`src/rtl/lpfs_pkg.sv`:
```
// Shared types and constants of the length-prefixed frame splitter.
package lpfs_pkg;

   localparam int unsigned BYTE_W = 8;
   localparam int unsigned VER_W  = 4;
   localparam int unsigned LEN_W  = 32;
   localparam int unsigned POS_W  = 33;
   localparam int unsigned HDR_W  = 7;

   // Header sizes and version codes
   localparam int unsigned HEADER_ONE_BYTES = 8;
   localparam int unsigned HEADER_TWO_BYTES = 12;
   localparam int unsigned VERSION_ONE_CODE = 1;
   localparam int unsigned VERSION_TWO_CODE = 2;

   // Smallest legal header; a frame of this size with zero length ends at byte 7
   localparam int unsigned HDR_MIN_BYTES = 8;

   // Header byte positions of the big-endian length field
   localparam int unsigned POS_LEN_B3 = 4;
   localparam int unsigned POS_LEN_B2 = 5;
   localparam int unsigned POS_LEN_B1 = 6;
   localparam int unsigned POS_LEN_B0 = 7;

   // One classified item as it travels from front to back
   typedef struct packed {
      logic [BYTE_W-1:0] out_byte;
      logic              frame_first;
      logic              frame_last;
      logic [VER_W-1:0]  frame_version;
      logic              bad_version;
   } lpfs_item_type;

endpackage

```
`src/rtl/length_prefixed_frame_splitter_core.sv`:
```
// Top level of the length-prefixed frame splitter: front end, queue and back end.
//
// Usage
//  - req channel: one stream byte per item on req_in_byte, valid/ready handshake.
//  - rsp channel: one result item per forwarded byte, with first/last marks,
//    the frame's version nibble, and bad_version on the single error item.
//  - A byte is taken at every cycle the queue has room, so a steady stream
//    runs at one item per cycle in and out while rsp_ready stays high.
//  - Path: an accepted byte is written into the queue, then loaded into the
//    output register, which drives rsp_valid and holds it until the rsp handshake.
//  - The front end compares the frame position counter against the stored last
//    index; the last index is formed by a 33-bit add and subtract when length byte 7 lands.
//  - An unsupported version gives one error item at the last version-one header
//    byte; afterwards every byte is accepted and dropped until reset.
//  - Receiver stall: the output register holds its item, the queue fills
//    (QUEUE_DEPTH items), then req_ready falls until room frees up, unless stuck.
//  - Reset (synchronous, active high) clears position, version, the length-known flag,
//    the sticky error, the queue pointers and count and the output valid flag; no clearing pass.
module length_prefixed_frame_splitter_core
   import lpfs_pkg::*;
#(
   parameter int unsigned QUEUE_DEPTH = 4
)
(
   input  logic              clock,
   input  logic              reset,
   input  logic              req_valid,
   output logic              req_ready,
   input  logic [BYTE_W-1:0] req_in_byte,
   output logic              rsp_valid,
   input  logic              rsp_ready,
   output logic [BYTE_W-1:0] rsp_out_byte,
   output logic              rsp_frame_first,
   output logic              rsp_frame_last,
   output logic [VER_W-1:0]  rsp_frame_version,
   output logic              rsp_bad_version
);

   // front to queue
   logic          q_push;
   lpfs_item_type q_push_item;
   logic          q_full;

   // queue to back
   logic          q_pop;
   logic          q_not_empty;
   lpfs_item_type q_head_item;

   lpfs_front u_front (
      .clock       (clock),
      .reset       (reset),
      .req_valid   (req_valid),
      .req_ready   (req_ready),
      .req_in_byte (req_in_byte),
      .q_full      (q_full),
      .q_push      (q_push),
      .q_item      (q_push_item)
   );

   lpfs_queue #(
      .DEPTH (QUEUE_DEPTH)
   ) u_queue (
      .clock     (clock),
      .reset     (reset),
      .push      (q_push),
      .push_item (q_push_item),
      .pop       (q_pop),
      .full      (q_full),
      .not_empty (q_not_empty),
      .head_item (q_head_item)
   );

   lpfs_back u_back (
      .clock             (clock),
      .reset             (reset),
      .q_not_empty       (q_not_empty),
      .q_item            (q_head_item),
      .q_pop             (q_pop),
      .rsp_valid         (rsp_valid),
      .rsp_ready         (rsp_ready),
      .rsp_out_byte      (rsp_out_byte),
      .rsp_frame_first   (rsp_frame_first),
      .rsp_frame_last    (rsp_frame_last),
      .rsp_frame_version (rsp_frame_version),
      .rsp_bad_version   (rsp_bad_version)
   );

endmodule

```
`src/rtl/lpfs_front.sv`:
```
// Front end: accepts stream bytes, tracks frame position and classifies each byte.
module lpfs_front
   import lpfs_pkg::*;
(
   input  logic              clock,
   input  logic              reset,
   input  logic              req_valid,
   output logic              req_ready,
   input  logic [BYTE_W-1:0] req_in_byte,
   input  logic              q_full,
   output logic              q_push,
   output lpfs_item_type     q_item
);

   logic [POS_W-1:0]     pos_ff, pos_in;
   logic [VER_W-1:0]     ver_ff, ver_in;
   logic [LEN_W-9:0]     len_ff, len_in;       // upper three length bytes
   logic [POS_W-1:0]     last_idx_ff, last_idx_in;
   logic                 known_ff, known_in;
   logic                 stuck_ff, stuck_in;

   logic [VER_W-1:0]     ver_now;
   logic                 is_one;
   logic                 is_two;
   logic                 bad;
   logic [HDR_W-1:0]     hdr_bytes;
   logic [LEN_W-1:0]     len_full;
   logic                 at_first;
   logic                 at_len_end;
   logic                 last_now;
   logic                 err_now;
   logic                 accept;

   assign at_first   = (pos_ff == '0);
   assign at_len_end = (pos_ff == POS_W'(POS_LEN_B0));
   assign ver_now    = at_first ? req_in_byte[BYTE_W-1 -: VER_W] : ver_ff;
   assign is_one     = (ver_now == VER_W'(VERSION_ONE_CODE));
   assign is_two     = (ver_now == VER_W'(VERSION_TWO_CODE));
   assign bad        = !is_one && !is_two;
   // version one wins when both codes match
   assign hdr_bytes  = is_one ? HDR_W'(HEADER_ONE_BYTES) : HDR_W'(HEADER_TWO_BYTES);
   assign len_full   = {len_ff, req_in_byte};

   // last index of the frame, only needed when the length completes
   assign last_idx_in = at_len_end ?
                        (POS_W'(len_full) + POS_W'(hdr_bytes) - POS_W'(1)) : last_idx_ff;

   always_comb begin
      if (bad) begin
         last_now = 1'b0;
      end else if (at_len_end) begin
         // header-only frame of minimum size ends on the last length byte
         last_now = (hdr_bytes == HDR_W'(HDR_MIN_BYTES)) && (len_full == '0);
      end else begin
         last_now = known_ff && (pos_ff == last_idx_ff);
      end
   end

   assign err_now   = bad && (pos_ff == POS_W'(HEADER_ONE_BYTES - 1));

   // once stuck every byte is swallowed without a result
   assign req_ready = stuck_ff || !q_full;
   assign accept    = req_valid && req_ready;
   assign q_push    = accept && !stuck_ff;

   assign q_item.out_byte      = req_in_byte;
   assign q_item.frame_first   = at_first && !err_now;
   assign q_item.frame_last    = last_now && !err_now;
   assign q_item.frame_version = ver_now;
   assign q_item.bad_version   = err_now;

   always_comb begin
      pos_in   = pos_ff;
      ver_in   = ver_ff;
      len_in   = len_ff;
      known_in = known_ff;
      stuck_in = stuck_ff;
      if (q_push) begin
         if (at_first) begin
            ver_in = req_in_byte[BYTE_W-1 -: VER_W];
         end
         if (pos_ff == POS_W'(POS_LEN_B3)) begin
            len_in[23:16] = req_in_byte;
         end
         if (pos_ff == POS_W'(POS_LEN_B2)) begin
            len_in[15:8] = req_in_byte;
         end
         if (pos_ff == POS_W'(POS_LEN_B1)) begin
            len_in[7:0] = req_in_byte;
         end
         if (at_len_end) begin
            known_in = 1'b1;
         end
         if (err_now) begin
            stuck_in = 1'b1;
         end else if (last_now) begin
            pos_in   = '0;
            known_in = 1'b0;
         end else begin
            pos_in = pos_ff + POS_W'(1);
         end
      end
   end

   always_ff @(posedge clock) begin
      if (reset) begin
         pos_ff   <= '0;
         ver_ff   <= '0;
         known_ff <= 1'b0;
         stuck_ff <= 1'b0;
      end else begin
         pos_ff   <= pos_in;
         ver_ff   <= ver_in;
         known_ff <= known_in;
         stuck_ff <= stuck_in;
      end
   end

   always_ff @(posedge clock) begin
      len_ff <= len_in;
      if (q_push) begin
         last_idx_ff <= last_idx_in;
      end
   end

endmodule

```
`src/rtl/lpfs_queue.sv`:
```
// Short register queue between the front and back ends.
module lpfs_queue
   import lpfs_pkg::*;
#(
   parameter int unsigned DEPTH = 4
)
(
   input  logic          clock,
   input  logic          reset,
   input  logic          push,
   input  lpfs_item_type push_item,
   input  logic          pop,
   output logic          full,
   output logic          not_empty,
   output lpfs_item_type head_item
);

   localparam int unsigned AW = (DEPTH > 1) ? $clog2(DEPTH) : 1;
   localparam int unsigned CW = $clog2(DEPTH + 1);

   lpfs_item_type  slot_ff [DEPTH];
   logic [AW-1:0]  wr_ptr_ff, wr_ptr_in;
   logic [AW-1:0]  rd_ptr_ff, rd_ptr_in;
   logic [CW-1:0]  count_ff, count_in;
   logic           do_push;
   logic           do_pop;

   assign full      = (count_ff == CW'(DEPTH));
   assign not_empty = (count_ff != '0);
   assign head_item = slot_ff[rd_ptr_ff];
   assign do_push   = push && !full;
   assign do_pop    = pop && not_empty;

   always_comb begin
      wr_ptr_in = wr_ptr_ff;
      rd_ptr_in = rd_ptr_ff;
      count_in  = count_ff;
      if (do_push) begin
         wr_ptr_in = (wr_ptr_ff == AW'(DEPTH - 1)) ? '0 : wr_ptr_ff + AW'(1);
      end
      if (do_pop) begin
         rd_ptr_in = (rd_ptr_ff == AW'(DEPTH - 1)) ? '0 : rd_ptr_ff + AW'(1);
      end
      if (do_push && !do_pop) begin
         count_in = count_ff + CW'(1);
      end else if (do_pop && !do_push) begin
         count_in = count_ff - CW'(1);
      end
   end

   always_ff @(posedge clock) begin
      if (reset) begin
         wr_ptr_ff <= '0;
         rd_ptr_ff <= '0;
         count_ff  <= '0;
      end else begin
         wr_ptr_ff <= wr_ptr_in;
         rd_ptr_ff <= rd_ptr_in;
         count_ff  <= count_in;
      end
   end

   always_ff @(posedge clock) begin
      if (do_push) begin
         slot_ff[wr_ptr_ff] <= push_item;
      end
   end

endmodule

```
`src/rtl/lpfs_back.sv`:
```
// Back end: drains the queue into the registered result channel.
module lpfs_back
   import lpfs_pkg::*;
(
   input  logic              clock,
   input  logic              reset,
   input  logic              q_not_empty,
   input  lpfs_item_type     q_item,
   output logic              q_pop,
   output logic              rsp_valid,
   input  logic              rsp_ready,
   output logic [BYTE_W-1:0] rsp_out_byte,
   output logic              rsp_frame_first,
   output logic              rsp_frame_last,
   output logic [VER_W-1:0]  rsp_frame_version,
   output logic              rsp_bad_version
);

   logic          valid_ff, valid_in;
   lpfs_item_type item_ff;
   logic          load;

   // refill the output register when it is empty or being taken
   assign load  = q_not_empty && (!valid_ff || rsp_ready);
   assign q_pop = load;

   always_comb begin
      if (load) begin
         valid_in = 1'b1;
      end else if (rsp_ready) begin
         valid_in = 1'b0;
      end else begin
         valid_in = valid_ff;
      end
   end

   always_ff @(posedge clock) begin
      if (reset) begin
         valid_ff <= 1'b0;
      end else begin
         valid_ff <= valid_in;
      end
   end

   always_ff @(posedge clock) begin
      if (load) begin
         item_ff <= q_item;
      end
   end

   assign rsp_valid         = valid_ff;
   assign rsp_out_byte      = item_ff.out_byte;
   assign rsp_frame_first   = item_ff.frame_first;
   assign rsp_frame_last    = item_ff.frame_last;
   assign rsp_frame_version = item_ff.frame_version;
   assign rsp_bad_version   = item_ff.bad_version;

endmodule

```
`config.mk`:
```
export PLATFORM = sky130hd
export DESIGN_NAME = length_prefixed_frame_splitter_core
export DESIGN_NICKNAME = d
export VERILOG_FILES = /design/src/rtl/lpfs_pkg.sv /design/src/rtl/length_prefixed_frame_splitter_core.sv /design/src/rtl/lpfs_front.sv /design/src/rtl/lpfs_queue.sv /design/src/rtl/lpfs_back.sv
export SDC_FILE = /design/constraint.sdc
export NUM_CORES = 1
export LEC_CHECK = 0
export ABC_AREA = 1
export BUFFER_PORTS_ARGS = -buffer_cell sky130_fd_sc_hd__buf_2
export CAP_MARGIN = 20
export CORE_ASPECT_RATIO = 0.7
export CORE_MARGIN = 5
export CORE_UTILIZATION = 50
export DETAILED_ROUTE_END_ITERATION = 8
export PLACE_DENSITY_LB_ADDON = 0.05
export SYNTH_ARGS = -nofsm -noshare
export SYNTH_HDL_FRONTEND = slang
export SYNTH_HIERARCHICAL = 1
export SYNTH_SLANG_ARGS = --single-unit
export TNS_END_PERCENT = 5
```
`constraint.sdc`:
```
create_clock -name clock -period 6.5 [get_ports clock]
set_input_delay 1.3 -clock clock [delete_from_list [all_inputs] [get_ports clock]]
set_output_delay 1.3 -clock clock [all_outputs]
set_load 0.02 [all_outputs]
```
Word-level counts from Yosys, hierarchy flattened
Memories as Yosys holds them, arrays and structs flattened. A register that Yosys moved wholly into a read port is not among the register bits.
Index checks and enable logic that the tools add are counted.
W data, S select, Z words.
{"block": "totals", "regBits": 104, "mem_bits_rw": 60, "in_bits": 12, "out_inout_bits": 17, "mem_count": 1}
{"name": "u_queue.slot_ff", "depth": 4, "width": 15, "read_ports": 1, "rd_ports_with_merged_regs": 1, "write_ports": 1, "line_no": "lpfs_queue.sv:21", "text": "lpfs_item_type slot_ff [DEPTH];"}
{"block": "classes", "n_addsub": 7, "n_eq_ne": 11, "n_mux": 16, "bitwise_logic": 1, "reduce_logical": 34}
{"op": "$eq A33 B3 Y1 const B", "count": 4}
{"op": "$add A32 B7 Y33", "count": 1}
{"op": "$add A33 B1 Y33 const B", "count": 1}
{"op": "$eq A33 B33 Y1", "count": 1}
{"op": "$logic_not A33 Y1", "count": 1}
{"op": "$mux W33", "count": 1}
{"op": "$sub A33 B1 Y33 const B", "count": 1}
{"op": "$logic_not A32 Y1", "count": 1}
{"op": "$logic_and A1 B1 Y1", "count": 13}
{"op": "$reduce_and A2 Y1", "count": 6}
{"op": "$mux W1", "count": 9}
{"op": "$mux W3", "count": 3}
{"op": "$logic_not A1 Y1", "count": 8}
{"op": "$eq A7 B4 Y1 const B", "count": 1}
{"op": "$add A2 B1 Y2 const B", "count": 2}
{"op": "$eq A2 B2 Y1 const B", "count": 2}
{"op": "$eq A4 B1 Y1 const B", "count": 1}
{"op": "$eq A4 B2 Y1 const B", "count": 1}
{"op": "$mux W2", "count": 2}
{"op": "$mux W4", "count": 1}
{"op": "$reduce_bool A2 Y1", "count": 2}
{"op": "$add A3 B1 Y3 const B", "count": 1}
{"op": "$eq A3 B3 Y1 const B", "count": 1}
{"op": "$reduce_bool A3 Y1", "count": 1}
{"op": "other kinds (3)", "count": 4}

Depth between registers and ports, before layout
Gate-level depths: netlist of run 1.
{"block": "depth", "ltp_word": 10, "ltp_mapped": 27, "ltp_nobuf": 27}

By module
The synthesis of run 1 kept the hierarchy.
{"mod": "lpfs_front", "n_inst": 1, "cells_per_inst": 856, "area_each_um2": 6177.2}
{"mod": "lpfs_queue", "n_inst": 1, "cells_per_inst": 215, "area_each_um2": 2856.5}
{"mod": "lpfs_back", "n_inst": 1, "cells_per_inst": 21, "area_each_um2": 498.0}

Least setup slack after synthesis of run 1
Ideal clock, no wire load.
{"block": "synth_timing", "path_kind": "input to register", "start": "input req_in_byte[4]", "end": "register u_front.last_idx_ff[31] (data pin)", "arrival_ns": 3.652, "setup_slack_ns": 2.583, "stages": 16, "n_path_buf": 0, "cell_sequence": "inv_2 nand3_1 nand2_1 nor2_1 nand2_1 inv_1 ha_1 fa_1 o22ai_1 nand2_1 nor2_1 nand3_1 nor3_2 nand3_1 nor3_1 xor2_1"}
{"block": "synth_via", "elab_chain_cells": 5}
{"element": "start: declaration", "line_no": "length_prefixed_frame_splitter_core.sv:29", "text": "input logic [BYTE_W-1:0] req_in_byte,"}
{"element": "$mux W4", "line_no": "lpfs_front.sv:36", "text": "assign ver_now = at_first ? req_in_byte[BYTE_W-1 -: VER_W] : ver_ff;"}
{"element": "$eq A4 B1 Y1", "line_no": "lpfs_front.sv:37", "text": "assign is_one = (ver_now == VER_W'(VERSION_ONE_CODE));"}
{"element": "$mux W3", "line_no": "lpfs_front.sv:41", "text": "assign hdr_bytes = is_one ? HDR_W'(HEADER_ONE_BYTES) : HDR_W'(HEADER_TWO_BYTES);"}
{"element": "$add A32 B7 Y33 *", "line_no": "lpfs_front.sv:46", "text": "(POS_W'(len_full) + POS_W'(hdr_bytes) - POS_W'(1)) : last_idx_ff;"}
{"element": "$sub A33 B1 Y33 *", "line_no": "lpfs_front.sv:46"}
{"element": "end signal: assignment", "line_no": "lpfs_front.sv:122", "text": "last_idx_ff <= last_idx_in;"}
{"element": "end: declaration", "line_no": "lpfs_front.sv:18", "text": "logic [POS_W-1:0] last_idx_ff, last_idx_in;"}
Mark *: on every way between the ends. The rest lies on a longest branch, timed or not.
A chain may end at the register's enable or synchronous reset.

==> results of run 1 <==
-- per-stage QoR --
| stage | total power [mW] | utilization [%] | setup WS, ns | instance area (sq um) | instances |
|---|---|---|---|---|---|
| finish | 3.25 | 55.3 | 2.20 | 10400 | 1370 |
| global route | 3.43 | 55.3 | 1.75 | 10400 | 1370 |
| CTS | 3.27 | 55.2 | 2.21 | 10400 | 1369 |
| detailed placement | 2.26 | 52.2 | 1.90 | 9820 | 1337 |
| global placement | 2.25 | 52.2 | 2.00 | 9820 | 1337 |
| floorplan | 2.07 | - | 2.58 | 9530 | 1092 |
-- logic make-up after synthesis --
logic type               Yosys count  synth area share, %
AO/OA/AOI/OAI                     90                 6.18
buffers and inverters            224                 9.90
adder cells (fa/ha/maj)           17                 2.39
AND/OR/NAND/NOR                  539                 25.9
XOR/XNOR                          41                 3.77
flip-flops                       181                 51.9
-- where the power goes --
group          switching (mW)  internal (mW)  total, mW
Combinational           0.525          0.240      0.765
Clock                   0.463          0.549       1.01
Sequential             0.0577           1.42       1.47
Total                    1.05           2.21       3.25
-- flip-flops by register name, summed over array words and instances (netlist names), 2 cells and up, named ones only --
signal	cells
u_queue/slot_ff	60
u_front/last_idx_ff	33
u_front/pos_ff	33
u_front/len_ff	24
u_back/rsp_out_byte	8
u_back/rsp_frame_version	4
u_front/ver_ff	4
u_queue/count_ff	3
u_queue/rd_ptr_ff	2
u_queue/wr_ptr_ff	2
-- critical path, stage by stage, from the launching register on --
cell                      delay, ns
sky130_fd_sc_hd__dfxtp_1       0.35
sky130_fd_sc_hd__inv_1         0.15
sky130_fd_sc_hd__ha_1          0.19
sky130_fd_sc_hd__nand2_1       0.06
sky130_fd_sc_hd__nor2_1        0.12
sky130_fd_sc_hd__nand2_2       0.08
sky130_fd_sc_hd__nor2_4        0.24
sky130_fd_sc_hd__nand2_4       0.12
sky130_fd_sc_hd__nand2_1       0.08
sky130_fd_sc_hd__nand2_1       0.14
sky130_fd_sc_hd__nor2_1        0.17
sky130_fd_sc_hd__nand2_1       0.11
sky130_fd_sc_hd__inv_1         0.07
sky130_fd_sc_hd__ha_1          0.25
sky130_fd_sc_hd__fa_1          0.44
sky130_fd_sc_hd__o22ai_1       0.22
sky130_fd_sc_hd__nand2_1       0.08
sky130_fd_sc_hd__nor2_1        0.23
sky130_fd_sc_hd__nand3_1       0.20
sky130_fd_sc_hd__nor3_2        0.29
sky130_fd_sc_hd__nand3_1       0.16
sky130_fd_sc_hd__nor3_1        0.20
sky130_fd_sc_hd__xor2_1        0.10
-- worst min path at each step --
stage | slack, ns | to
after floorplan | 0.45 | u_front/stuck_ff
after global placement | 0.47 | u_front/stuck_ff
after detailed placement | 0.48 | u_front/stuck_ff
after CTS | 0.49 | u_front/stuck_ff
after global routing | 0.54 | u_back/rsp_valid
final | 0.49 | u_front/stuck_ff
-- final cells by class --
class,instances,share of cell area [%]
clock buffer,21,4.33
timing repair buffer,38,2.14
sequential,181,47.5
multi-input combinational,687,35.1
tap,242,2.91
clock inverter,11,1.17
inverter,190,6.85
-- routing by layer --
metal,GRT usage (%),up-vias,share of wire (%)
met4,3.92,0,0.74
met1,35.8,3283,54
met5,0,-,0
met2,28.0,224,39
li1,-,3647,-
met3,4.62,13,6.3
-- cell usage in the layout, fill, tap and decap left out, types with 2 or more instances in the layout --
master | Yosys | layout
sky130_fd_sc_hd__nand2_1 | 175 | 175
sky130_fd_sc_hd__inv_8 | 0 | 2
sky130_fd_sc_hd__or2_2 | 7 | 7
sky130_fd_sc_hd__o21ai_0 | 15 | 15
sky130_fd_sc_hd__o21bai_1 | 2 | 2
sky130_fd_sc_hd__fa_1 | 2 | 2
sky130_fd_sc_hd__nand4_1 | 54 | 54
sky130_fd_sc_hd__o21ai_1 | 34 | 34
sky130_fd_sc_hd__inv_1 | 170 | 170
sky130_fd_sc_hd__clkbuf_1 | 1 | 3
sky130_fd_sc_hd__clkbuf_16 | 0 | 17
sky130_fd_sc_hd__o21ai_2 | 12 | 12
sky130_fd_sc_hd__nand2_4 | 3 | 3
sky130_fd_sc_hd__edfxtp_1 | 132 | 132
sky130_fd_sc_hd__inv_2 | 20 | 20
sky130_fd_sc_hd__nor2_4 | 4 | 4
sky130_fd_sc_hd__o22ai_2 | 10 | 10
sky130_fd_sc_hd__dfxtp_1 | 49 | 49
sky130_fd_sc_hd__buf_2 | 7 | 28
sky130_fd_sc_hd__inv_6 | 0 | 2
sky130_fd_sc_hd__clkinv_2 | 0 | 2
sky130_fd_sc_hd__nor2_2 | 3 | 4
sky130_fd_sc_hd__nor3_1 | 34 | 34
sky130_fd_sc_hd__o22ai_1 | 7 | 7
sky130_fd_sc_hd__nand2_2 | 9 | 9
sky130_fd_sc_hd__nor3_2 | 2 | 2
sky130_fd_sc_hd__a21oi_1 | 8 | 7
sky130_fd_sc_hd__xor2_1 | 28 | 28
sky130_fd_sc_hd__buf_4 | 13 | 9
sky130_fd_sc_hd__nand3b_1 | 5 | 5
sky130_fd_sc_hd__clkinv_4 | 0 | 2
sky130_fd_sc_hd__nand3_1 | 76 | 76
sky130_fd_sc_hd__a21oi_2 | 1 | 2
sky130_fd_sc_hd__ha_1 | 15 | 15
sky130_fd_sc_hd__nor4_1 | 11 | 11
sky130_fd_sc_hd__xnor2_1 | 13 | 13
sky130_fd_sc_hd__nor2_1 | 153 | 152
==> results.txt, run 1 <==
- Pwr/cell area: 312 nW/um^2
- Entering global routing, the biggest net connects 52 pins.
- Global routing consumed, over all layers together, 21.4% of the routing resources.
- Via/cell ratio: about 5.2
* Worst-path fanout max: 7
- Setup violations remaining at the end of the flow were counted as 0.
- From synthesis to final layout, the design area changed by 9.16%.
- Worst min-delay path startpoint: u_front/stuck_ff
- Total gr overflow: 0
- Post-CTS setup-driven buffer insertion count: 0
- Peak supply drop: 0.404 mV
- The worst register-to-register path has a setup slack of around 2.2 ns.
- Residual antenna-violating net count after detailed routing: 0
- After detailed routing, the average wire length per cell comes to between 15 and 20 um.
- 0 antenna diodes ended up in the layout.
- Number of nets in the layout: 1144
* Capture instance of the worst register-to-register path: u_front/last_idx_ff[31]
- A synthesized cell averages around 8.7 sq um.
- Logic depth of the worst register-to-register path: 22
* Worst hold stages: 2
* Register bit total from synthesis: around 180
- The most critical setup path has its endpoint at u_front/last_idx_ff[31].
- Setup repair after global routing left no endpoint under its margin.
- Transition time at the pin with the least slew margin: ~0.91 ns
- Number of rows created at floorplan: between 40 and 50
* Synth top cells by count: sky130_fd_sc_hd__nand2_1 (175), sky130_fd_sc_hd__inv_1 (170), sky130_fd_sc_hd__nor2_1 (153)
- Crit share post-route: between 60% and 70%
- Final RePlAce weighted congestion: 0.951
- Count of distinct cell types in the synthesized netlist: 38
- The number of slew-limit violations in the final report came to 0.
- After synthesis, the cell types taking the most area are sky130_fd_sc_hd__edfxtp_1 (42%), sky130_fd_sc_hd__dfxtp_1 (10%), sky130_fd_sc_hd__nand2_1 (6.9%).
- The die is 175 um wide.
- Endpoint required time on the critical path: around 6.7 ns
- Area of the die: approximately 22000 sq um
* Number of top-level design ports: 29
* Worst hold-check slack: between 0.4 and 0.5 ns
- Clock latency at the later pin of the worst-skew pair: between 0.4 and 0.5 ns
- The detailed router finished its first iteration with ~770 violations.
- Summed over all cells, the static leakage comes to roughly 4.2 nW.
- Startpoint type of the worst setup path: register
- Die boundary height: 126 um
* Endpoint arrival time on the critical path: between 4 and 5 ns
- Count of filler cells inserted in the layout: approximately 1700
- Number of enable flip-flop cells after synthesis: around 130
- The critical path in this run is classified as reg -> reg.
- Summed negative setup slack over all endpoints: 0 ns
- H-tree depth reported by CTS: 4
* Run status: completed
* Classification of the worst-slack hold path: reg -> reg
- TritonCTS built the clock tree.
- Syn nets: around 1100
* Number of max-capacitance violations reported: 0
- The initial antenna violation count came to 0.
- Count of synthesis-stage warnings from yosys: 6
* Cell area after synthesis: ~9500 sq um
* Total count of hold-check failures in the final report: 0
* Post-synth ARST share: 0%
- The synthesized design devotes to its leading area cell type slightly above 40% of total area.
- Number of hold-repair buffers added at the cts stage: 0
- Biggest area consumer among synthesized cells: sky130_fd_sc_hd__edfxtp_1
- Number of instances in the synthesized netlist: 1092
- Global-route wire length before repair: 36800 um
- Top FF cell, synth: sky130_fd_sc_hd__edfxtp_1
* Launch point of the worst path: u_front/pos_ff[0]
* Count of cells resized by post-cts repair: 0
* Placed wire-length estimate after detailed placement: 16400 um
* Vias in the first global route: 6491
- DRC violation count after routing: 0
- Clock-pin slew was measured on the worst setup and hold paths at about 0.07 ns.
* Most frequent cell after synthesis: sky130_fd_sc_hd__nand2_1
- The floorplan step defined a core boundary enclosing about 19000 sq um.
- Kind of capture point of the worst setup path: register
- Final Skew: around 0.0094 ns
* Clk Tree Root Cell: sky130_fd_sc_hd__clkbuf_16
* Maximum count of clock buffers along a single path: 2
- Share of post-route cells with drive strength above 1: 12.5%
- Timing would allow up to about 0.23 GHz.
* Count of input and output buffers: 28
- The share of the Yosys chip area taken by registers is between 50% and 60%.
- The final layout contains routed wiring with a total length of 22800 um.
- Once the floorplan was initialized, standard cells occupied about half of the core.
- The first detailed-routing pass ran for 5 iterations.
* Max transition margin: 39.1%
- In the final layout, the multi-input gates occupy roughly 3600 sq um.
- The number of clock buffers added by TritonCTS is 17.
* Flip-flop and latch area: 4940 sq um
* Count of vias placed by the detailed router: 7167
- Launching point of the worst reg2reg path: u_front/pos_ff[0]
- The tree built by TritonCTS fans out to ~180 sinks.
- The worst path needs roughly 4.3 ns of the cycle, external delays included.
Power figures use the tool's default switching activity.
==> run 2, diff against run 1 <==
--- a/config.mk
+++ b/config.mk
@@ -5,7 +5,7 @@
 export SDC_FILE = /design/constraint.sdc
 export NUM_CORES = 1
 export LEC_CHECK = 0
-export ABC_AREA = 1
+export ABC_AREA = 0
 export BUFFER_PORTS_ARGS = -buffer_cell sky130_fd_sc_hd__buf_2
 export CAP_MARGIN = 20
 export CORE_ASPECT_RATIO = 0.7
==> constraint.sdc (replaced) <==
create_clock -name clock -period 4.3 [get_ports clock]
set_input_delay 0.86 -clock clock [delete_from_list [all_inputs] [get_ports clock]]
set_output_delay 0.86 -clock clock [all_outputs]
set_load 0.02 [all_outputs]
==> results.txt, run 2 <==
* Core area: 16200 sq um (-14%)
- The clock edge transition at the registers on the reported setup and hold paths was 0.07 ns (about the same).
- Worst-path fanout max: 11 (+4)
- The final-report hold violation count is 0 (unchanged).
- Post-synth ARST share: 0% (unchanged)
- Global-route wire length before repair: 27300 um (-26%)
- The total of warnings raised by yosys is 6 (unchanged).
- The detailed placer's ending HPWL is 12100 um (-26%).
- Die boundary height: 117 um (-6.7%)
* Classification of the worst-slack hold path: reg -> reg
- The total power per unit cell area is 502 nW/um^2 (+61%).
* GR Util All Layers: 19.1% (-2.3 points)
- Top Registers: u_queue/slot_ff (60), u_front/last_idx_ff (33), u_front/pos_ff (33)
- Clock tree from TritonCTS: yes
- Area share of the largest cell type after synthesis: 48.4% (+6.8 points)
* Endpoint required time on the critical path: 4.47 ns (-2.21 ns)
* Total gr overflow: 0 (unchanged)
* Synth top area cells: sky130_fd_sc_hd__edfxtp_1 (48%), sky130_fd_sc_hd__dfxtp_1 (12%), sky130_fd_sc_hd__xnor2_1 (5.9%)
- Setup repair after global routing left no endpoint under its margin.
* Part of the total power dissipated in combinational logic: 17.3% (-6.2 points)
- Count of vias placed by the detailed router: 4909 (-32%)
- The total of fill cells in the finished design was 1360 (-19%).
- Number of instances in the synthesized netlist: 624 (-43%)
- Post-synthesis sequential area ratio: 60.4% (+8.5 points)
- The switching part of the total power was 28.4% (-3.7 points).
* Wire length reported by the detailed router: 17300 um (-24%)
* TritonCTS Buffers: 17 (unchanged)
- The layout net count was 679 (-41%).
- The post-CTS setup repair buffer count came to 0 (unchanged).
- The synthesized cell area is 8190 sq um (-14%).
* DRC violation count after routing: 0 (unchanged)
- The critical path goes through nor4_1, and4_1, nand3_1, nand2_1, nand2_1, ha_1, inv_1, ha_1, a21o_1, a21oi_1, nor4_1, and3_1, nand3_1, xnor2_1.
- Commonest non-fill, non-tap cell in the layout: sky130_fd_sc_hd__edfxtp_1
- Antenna violations before repair: 0 (unchanged)
* Largest net degree at the start of global routing: 49 (-5.8%)
- The worst setup path is of the reg -> reg kind.
* Clk pwr share: 34.7% (+3.6 points)
- Summed negative setup slack over all endpoints: 0 ns (unchanged)
* CP peak stage delay: 0.52 ns (+0.08 ns)
- Clk Tree Root Cell: sky130_fd_sc_hd__clkbuf_16
- The sequential share of power came to 47.9% (+2.5 points).
* Highest-count cells in the layout ignoring fill and taps: sky130_fd_sc_hd__edfxtp_1 (132), sky130_fd_sc_hd__xnor2_1 (55), sky130_fd_sc_hd__dfxtp_1 (49)
- The number of buffers and inverters on the critical path is 1 (-1).
* Peak supply drop: 0.251 mV (-38%)
- On the critical path, the stage with the largest delay is an instance of sky130_fd_sc_hd__nor4_1.
- The chip width came to 163 um (-6.9%).
* Count of cells resized by post-cts repair: 0 (unchanged)
- The share of post-route cells with drive strength above 1 came to 17.0% (+4.5 points).
- Number of hold-repair buffers added at the cts stage: 0 (unchanged)
- The kind of cell with the highest combined delay along the critical path is simple AND/OR/NAND/NOR gates.
- The time the worst path needs with I/O delays and setup came to 3.84 ns (-0.462 ns).
* Number of enable flip-flop cells after synthesis: 132 (unchanged)
* Flip-flop count of the largest register after layout: 60 (unchanged)
* Final-report max-slew violation count: 0 (unchanged)
- Startpoint type of the worst setup path: register
- Diodes inserted: 0 (unchanged)
- Biggest area consumer among synthesized cells: sky130_fd_sc_hd__edfxtp_1
- The final weighted congestion in routability-driven placement came to 0.863 (-9.2%).
- The overall die area is 19100 sq um (-13%).
* Fmax: 0.261 GHz (+12%)
- The starting density of the core was 50.6% (-0.094 points).
* Area added between synthesis and finish: 11.7%
- The reported max-cap violation count came to 0 (unchanged).
* Worst slack, placed: 0.493 ns (-1.41 ns)
- Count of input and output buffers: 28 (unchanged)
* Leakage power total: 3.16 nW (-25%)
- The count of antenna-violating nets left after detailed routing was 0 (unchanged).
* Maximum count of clock buffers along a single path: 2 (unchanged)
- Length of the first detailed-routing pass in iterations: 7 (+2)
- The clock latency of the later-clocked register in the worst-skew pair was 0.43 ns (about the same).
* Final Skew: 0.0103 ns (+0.000887 ns)
- Synth top cells by count: sky130_fd_sc_hd__edfxtp_1 (132), sky130_fd_sc_hd__xnor2_1 (55), sky130_fd_sc_hd__dfxtp_1 (49)
- The post-synthesis cell type count was 50 (+32%).
- P_sw: 1.31 mW (+25%)
* Final worst setup slack: 0.462 ns (-1.74 ns)
- Mapped Avg Cell Area: 13.1 sq um (+50%)
- Crit share post-route: 89.3% (+23 points)
- Internal power contribution: 3.29 mW (+49%)
- The register with the most flip-flops in the final layout is u_queue/slot_ff.
- Number of rows created at floorplan: 39 (-7.1%)
- In the synthesized netlist the dominant register cell turns out to be sky130_fd_sc_hd__edfxtp_1.
- The worst-margin pin slew came to 1.07 ns (+0.165 ns).
- Endpoint arrival time on the critical path: 4.01 ns (-0.47 ns)
- Run status: completed
- Kind of capture point of the worst setup path: register
- Syn nets: 653 (-42%)
- # setup viols final: 0 (unchanged)
- The number of sinks handled by clock tree synthesis is 181 (unchanged).
- Via/cell ratio: 5.53 (+5.7%)
- Post-detailed-route wirelength per cell: 19.4 um (+17%)
- The number of global-route vias before repair came to 4818 (-26%).
* Most frequent cell after synthesis: sky130_fd_sc_hd__edfxtp_1
- Register bit total from synthesis: 181 (unchanged)
* Number of top-level design ports: 29 (unchanged)
- The worst slew slack as a fraction of its limit came to 28.3% (-11 points).
- Violation count after the first detailed-route iteration: 418 (-45%)
* H-tree depth reported by CTS: 4 (unchanged)
==> run 2: cell types whose count changed after synthesis, moves of 14 or more <==
cell / previous run / this run
sky130_fd_sc_hd__xor2_1: 28 / 42
sky130_fd_sc_hd__nand2_1: 175 / 42
sky130_fd_sc_hd__inv_1: 170 / 21
sky130_fd_sc_hd__mux4_2: 0 / 15
sky130_fd_sc_hd__and3_1: 0 / 14
sky130_fd_sc_hd__nand3_1: 76 / 27
sky130_fd_sc_hd__xnor2_1: 13 / 55
sky130_fd_sc_hd__nor2_1: 153 / 22
sky130_fd_sc_hd__inv_2: 20 / 0
sky130_fd_sc_hd__nor4_1: 11 / 26
sky130_fd_sc_hd__o21ai_1: 34 / 1
sky130_fd_sc_hd__nand4_1: 54 / 12
==> run 2: power by group through the flow <==
stage	Clock, mW	Sequential, mW	Combinational [mW]
2_1_floorplan	0	2.32	0.488
3_3_place_gp	0	2.27	0.737
3_5_place_dp	0	2.25	0.807
4_1_cts	1.63	2.21	0.810
5_1_grt	1.71	2.22	0.878
6_report	1.60	2.20	0.797
==> run 2: metal layers <==
layer | up-vias | global-route usage [%] | part of all wire (%)
met5 | - | 0 | 0
met4 | 0 | 4.86 | 0.79
met3 | 13 | 4.38 | 6.0
met2 | 145 | 27.3 | 43
met1 | 2419 | 29.5 | 50
li1 | 2332 | - | -
==> run 2: area by class of cell <==
cell class              instances  area (sq um)  area share [%]
flip-flops and latches        181          4940            54.0
multi-input cells             387          2950            32.2
clock buffers                  17           425            4.65
well taps                     225           282            3.08
repair buffers                 40           250            2.73
clock inverters                15           190            2.08
inverters                      23           113            1.23
==> run 2: final timing paths <==
kind                                         start                 endpoint  slack (ns)  cells past startpoint
worst max-delay path            u_front/pos_ff[13]  u_front/last_idx_ff[28]        0.46                     14
worst min-delay path              u_back/rsp_valid         u_back/rsp_valid        0.49                      2
worst max register to register  u_front/pos_ff[13]  u_front/last_idx_ff[28]        0.46                     14
worst min register to register    u_back/rsp_valid         u_back/rsp_valid        0.49                      2
==> run 2: metrics by stage <==
step	hold WS, ns	cells	power [mW]	utilization (%)	area [sq um]
after floorplan	0.441	624	2.80	-	8200
after global placement	0.455	855	3.01	52.5	8510
after detailed placement	0.477	856	3.05	52.7	8540
after CTS	0.496	888	4.65	56.5	9150
after global routing	0.509	888	4.81	56.5	9150
final	0.495	888	4.60	56.5	9150
==> run 2: worst reg2reg max path: stages (launching register included) <==
cell and delay [ns]:
sky130_fd_sc_hd__dfxtp_1 0.38, sky130_fd_sc_hd__nor4_1 0.44, sky130_fd_sc_hd__and4_1 0.29, sky130_fd_sc_hd__nand3_1 0.32
sky130_fd_sc_hd__nand2_1 0.16, sky130_fd_sc_hd__nand2_1 0.08, sky130_fd_sc_hd__ha_1 0.32, sky130_fd_sc_hd__inv_1 0.05
sky130_fd_sc_hd__ha_1 0.26, sky130_fd_sc_hd__a21o_1 0.10, sky130_fd_sc_hd__a21oi_1 0.08, sky130_fd_sc_hd__nor4_1 0.52
sky130_fd_sc_hd__and3_1 0.32, sky130_fd_sc_hd__nand3_1 0.12, sky130_fd_sc_hd__xnor2_1 0.15
==> run 2: kinds of logic after synthesis <==
group,share of synthesized area [%]
buffers and inverters,3.94
adders and majority gates,2.78
muxes,4.61
DFF,60.4
and+or+nand+nor,15.8
xor gates and xnor gates,10.4
AOI/OAI and AO/OA,2.18
==> run 3, diff against run 2 <==
--- a/config.mk
+++ b/config.mk
@@ -9,7 +9,6 @@
 export BUFFER_PORTS_ARGS = -buffer_cell sky130_fd_sc_hd__buf_2
 export CAP_MARGIN = 20
 export CORE_ASPECT_RATIO = 0.7
-export CORE_MARGIN = 5
 export CORE_UTILIZATION = 50
 export DETAILED_ROUTE_END_ITERATION = 8
 export PLACE_DENSITY_LB_ADDON = 0.05
==> results.txt, run 3 (same netlist as run 2, synthesis figures left out) <==
* Vias in the first global route: 4717 (-2.1%)
- The worst-margin pin slew came to 1.08 ns (+0.00627 ns).
* Global-route wire length before repair: 26800 um (-1.9%)
- The final worst clock skew is 0.0129 ns (+0.00267 ns).
- The number of slew-limit violations in the final report is 0 (unchanged).
- Placed wire-length estimate after detailed placement: 11900 um (-1.7%)
- The number of diodes is 0 (unchanged).
* Count of cells resized by post-cts repair: 0 (unchanged)
- Max transition margin: 27.9% (-0.42 points)
- The final design instance area without fill is 9140 sq um (-0.18%).
* Total gr overflow: 0 (unchanged)
- The leakage power of the design came to 3.16 nW (about the same).
- Critical-path cell with the highest stage delay: sky130_fd_sc_hd__nor4_1
- The critical path is of the reg -> reg type.
- The hold-fix buffer count after cts is 0 (unchanged).
* Part of the total power dissipated in combinational logic: 17.3% (about the same)
* Final standard cell count with taps included and fillers excluded: 884 (-0.45%)
* Summed negative setup slack over all endpoints: 0 ns (unchanged)
- The endpoint arrival time on the critical path was 4.00 ns (about the same).
- The critical-path maximum fanout was 11 (unchanged).
- Worst min-delay path startpoint: u_front/stuck_ff
* Internal power contribution: 3.28 mW (-0.47%)
- Endpoint required time on the critical path: 4.48 ns (about the same)
- H-tree depth reported by CTS: 4 (unchanged)
- The starting density of the core was 52.1% (+1.5 points).
* Final min period: 3.82 ns (-0.0225 ns)
* Register bank with the most flops: u_queue/slot_ff
- Switching power share of the total: 28.5% (+0.10 points)
- Commonest non-fill, non-tap cell in the layout: sky130_fd_sc_hd__edfxtp_1
* Width of the chip: 155 um (-4.9%)
- Wire length reported by the detailed router: 17200 um (-0.66%)
* Post-CTS setup-driven buffer insertion count: 0 (unchanged)
- TritonCTS Buffers: 17 (unchanged)
- Antenna violations before repair: 0 (unchanged)
- Placed cells: 852 (-0.47%)
* Clk pwr share: 34.9% (+0.2 points)
- Number of top-level design ports: 29 (unchanged)
- From synthesis to final layout, the design area changed by 11.5%.
- Fraction of power consumed by sequential logic: 47.8% (about the same)
- Peak supply drop: 0.275 mV (+9.3%)
- Fmax: 0.262 GHz (+0.59%)
* # setup viols final: 0 (unchanged)
- Number of max-capacitance violations reported: 0 (unchanged)
- In the final layout, the registers with the most flip-flops are u_queue/slot_ff (60), u_front/last_idx_ff (33), u_front/pos_ff (33).
- The final worst-path cycle share is 88.7% (-0.52 points).
- Total power: 4.58 mW (-0.33%)
- Worst slack, placed: 0.582 ns (+0.0885 ns)
* Launching point of the worst reg2reg path: u_front/pos_ff[13]
* Cell Area, Placed: 8520 sq um (-0.22%)
- The row count was 38 (-2.6%).
- The path class of the tightest hold or removal check is reg -> reg.
* Total count of hold-check failures in the final report: 0 (unchanged)
- Clock tree from TritonCTS: yes
- Clock slew at the register clock pins of the worst setup and hold paths: 0.07 ns (about the same)
- The final weighted congestion in routability-driven placement was 0.904 (+4.8%).
- STA classifies the critical path endpoint as a register.
- The number of buffers and inverters on the critical path is 1 (unchanged).
* Final core utilization: 58.0% (+1.6 points)
* Maximum count of clock buffers along a single path: 2 (unchanged)
- DRC violation count after routing: 0 (unchanged)
- GR Util All Layers: 21.7% (+2.6 points)
- The total power per unit cell area is 502 nW/um^2 (-0.16%).
- The total of fill cells in the finished design was 1268 (-6.8%).
- Violation count after the first detailed-route iteration: 336 (-20%)
* Launch point of the worst path: u_front/pos_ff[13]
- Flip-flop count of the largest register after layout: 60 (unchanged)
* Final worst setup slack: 0.484 ns (+0.0225 ns)
- The number of iterations in the first detailed-routing pass came to 5 (-2).
- # clock sinks: 181 (unchanged)
- Clock latency at the later pin of the worst-skew pair: 0.43 ns (about the same)
* Number of nets in the layout: 680 (+0.15%)
* Post-detailed-route wirelength per cell: 19.4 um (-0.21%)
- In this run the clock root is driven by a sky130_fd_sc_hd__clkbuf_16.
- The number of port buffers came to 28 (unchanged).
* Area of the die: 16900 sq um (-11%)
- The worst setup path is launched from a register.
- Highest-count cells in the layout ignoring fill and taps: sky130_fd_sc_hd__edfxtp_1 (132), sky130_fd_sc_hd__xnor2_1 (55), sky130_fd_sc_hd__dfxtp_1 (49)
- Traced cell by cell, the critical path runs through nor4_1, and4_1, nand3_1, nand2_1, nand2_1, ha_1, inv_1, ha_1, a21o_1, a21oi_1, nor4_1, and3_1, nand3_1, xnor2_1.
- Count of vias placed by the detailed router: 4916 (+0.14%)
* Worst hold-check slack: 0.485 ns (-0.00984 ns)
- CP peak stage delay: 0.52 ns (about the same)
- The run finished with clean final reports.
* Core area: 15700 sq um (-2.9%)
* Unrepaired setup endpoints after global routing: no
- Residual antenna-violating net count after detailed routing: 0 (unchanged)
* Largest net degree at the start of global routing: 49 (unchanged)
- The reported net switching power was 1.31 mW (about the same).
- Gate family responsible for the most delay along the worst path: simple AND/OR/NAND/NOR gates
- Die boundary height: 109 um (-6.8%)
- The vias per cell is 5.56 (+0.60%).
- Share of post-route cells with drive strength above 1: 17.2% (+0.12 points)
run 3: changes by cell type in the layout (fill, tap and decap cells not counted):
| cell | delta |
|---|---|
| sky130_fd_sc_hd__inv_12 | -1 |
| sky130_fd_sc_hd__inv_8 | +1 |
| sky130_fd_sc_hd__buf_16 | -1 |
| sky130_fd_sc_hd__clkinv_4 | -1 |
| sky130_fd_sc_hd__clkinv_8 | +1 |
| sky130_fd_sc_hd__buf_4 | +2 |
run 3: power by group through the flow:
stage	clock [mW]	combinational [mW]	sequential, mW
floorplan	0	0.488	2.32
global placement	0	0.782	2.22
detailed placement	0	0.797	2.23
CTS	1.64	0.802	2.19
global route	1.71	0.868	2.21
finish	1.60	0.791	2.19
run 3: path summary, 6_finish.rpt:
path         depth (start not counted)  slack [ns]                 endpoint
min reg2reg                          2        0.48         u_front/stuck_ff
min                                  2        0.48         u_front/stuck_ff
max                                 14        0.48  u_front/last_idx_ff[28]
max reg2reg                         14        0.48  u_front/last_idx_ff[28]
run 3: worst register-to-register path: stages (launching register included):
cell,delay [ns]
sky130_fd_sc_hd__dfxtp_1,0.38
sky130_fd_sc_hd__nor4_1,0.42
sky130_fd_sc_hd__and4_1,0.29
sky130_fd_sc_hd__nand3_1,0.32
sky130_fd_sc_hd__nand2_1,0.17
sky130_fd_sc_hd__nand2_1,0.08
sky130_fd_sc_hd__ha_1,0.32
sky130_fd_sc_hd__inv_1,0.05
sky130_fd_sc_hd__ha_1,0.26
sky130_fd_sc_hd__a21o_1,0.10
sky130_fd_sc_hd__a21oi_1,0.07
sky130_fd_sc_hd__nor4_1,0.52
sky130_fd_sc_hd__and3_1,0.34
sky130_fd_sc_hd__nand3_1,0.12
sky130_fd_sc_hd__xnor2_1,0.14
run 3: final cells by class:
type	count	area [sq um]	share of cell area (%)
repair buffers	41	238	2.60
clock buffers	17	425	4.66
well taps	220	275	3.01
multi-input cells	387	2950	32.3
clock inverters	15	193	2.11
flip-flops and latches	181	4940	54.1
inverters	23	113	1.23
run 3: per-layer routing:
metal	vias up	global-route usage (%)	wire length, um
li1	2336	-	-
met4	0	6.01	76
met1	2431	33.4	8820
met3	8	4.45	927
met2	141	30.7	7330
met5	-	0	0
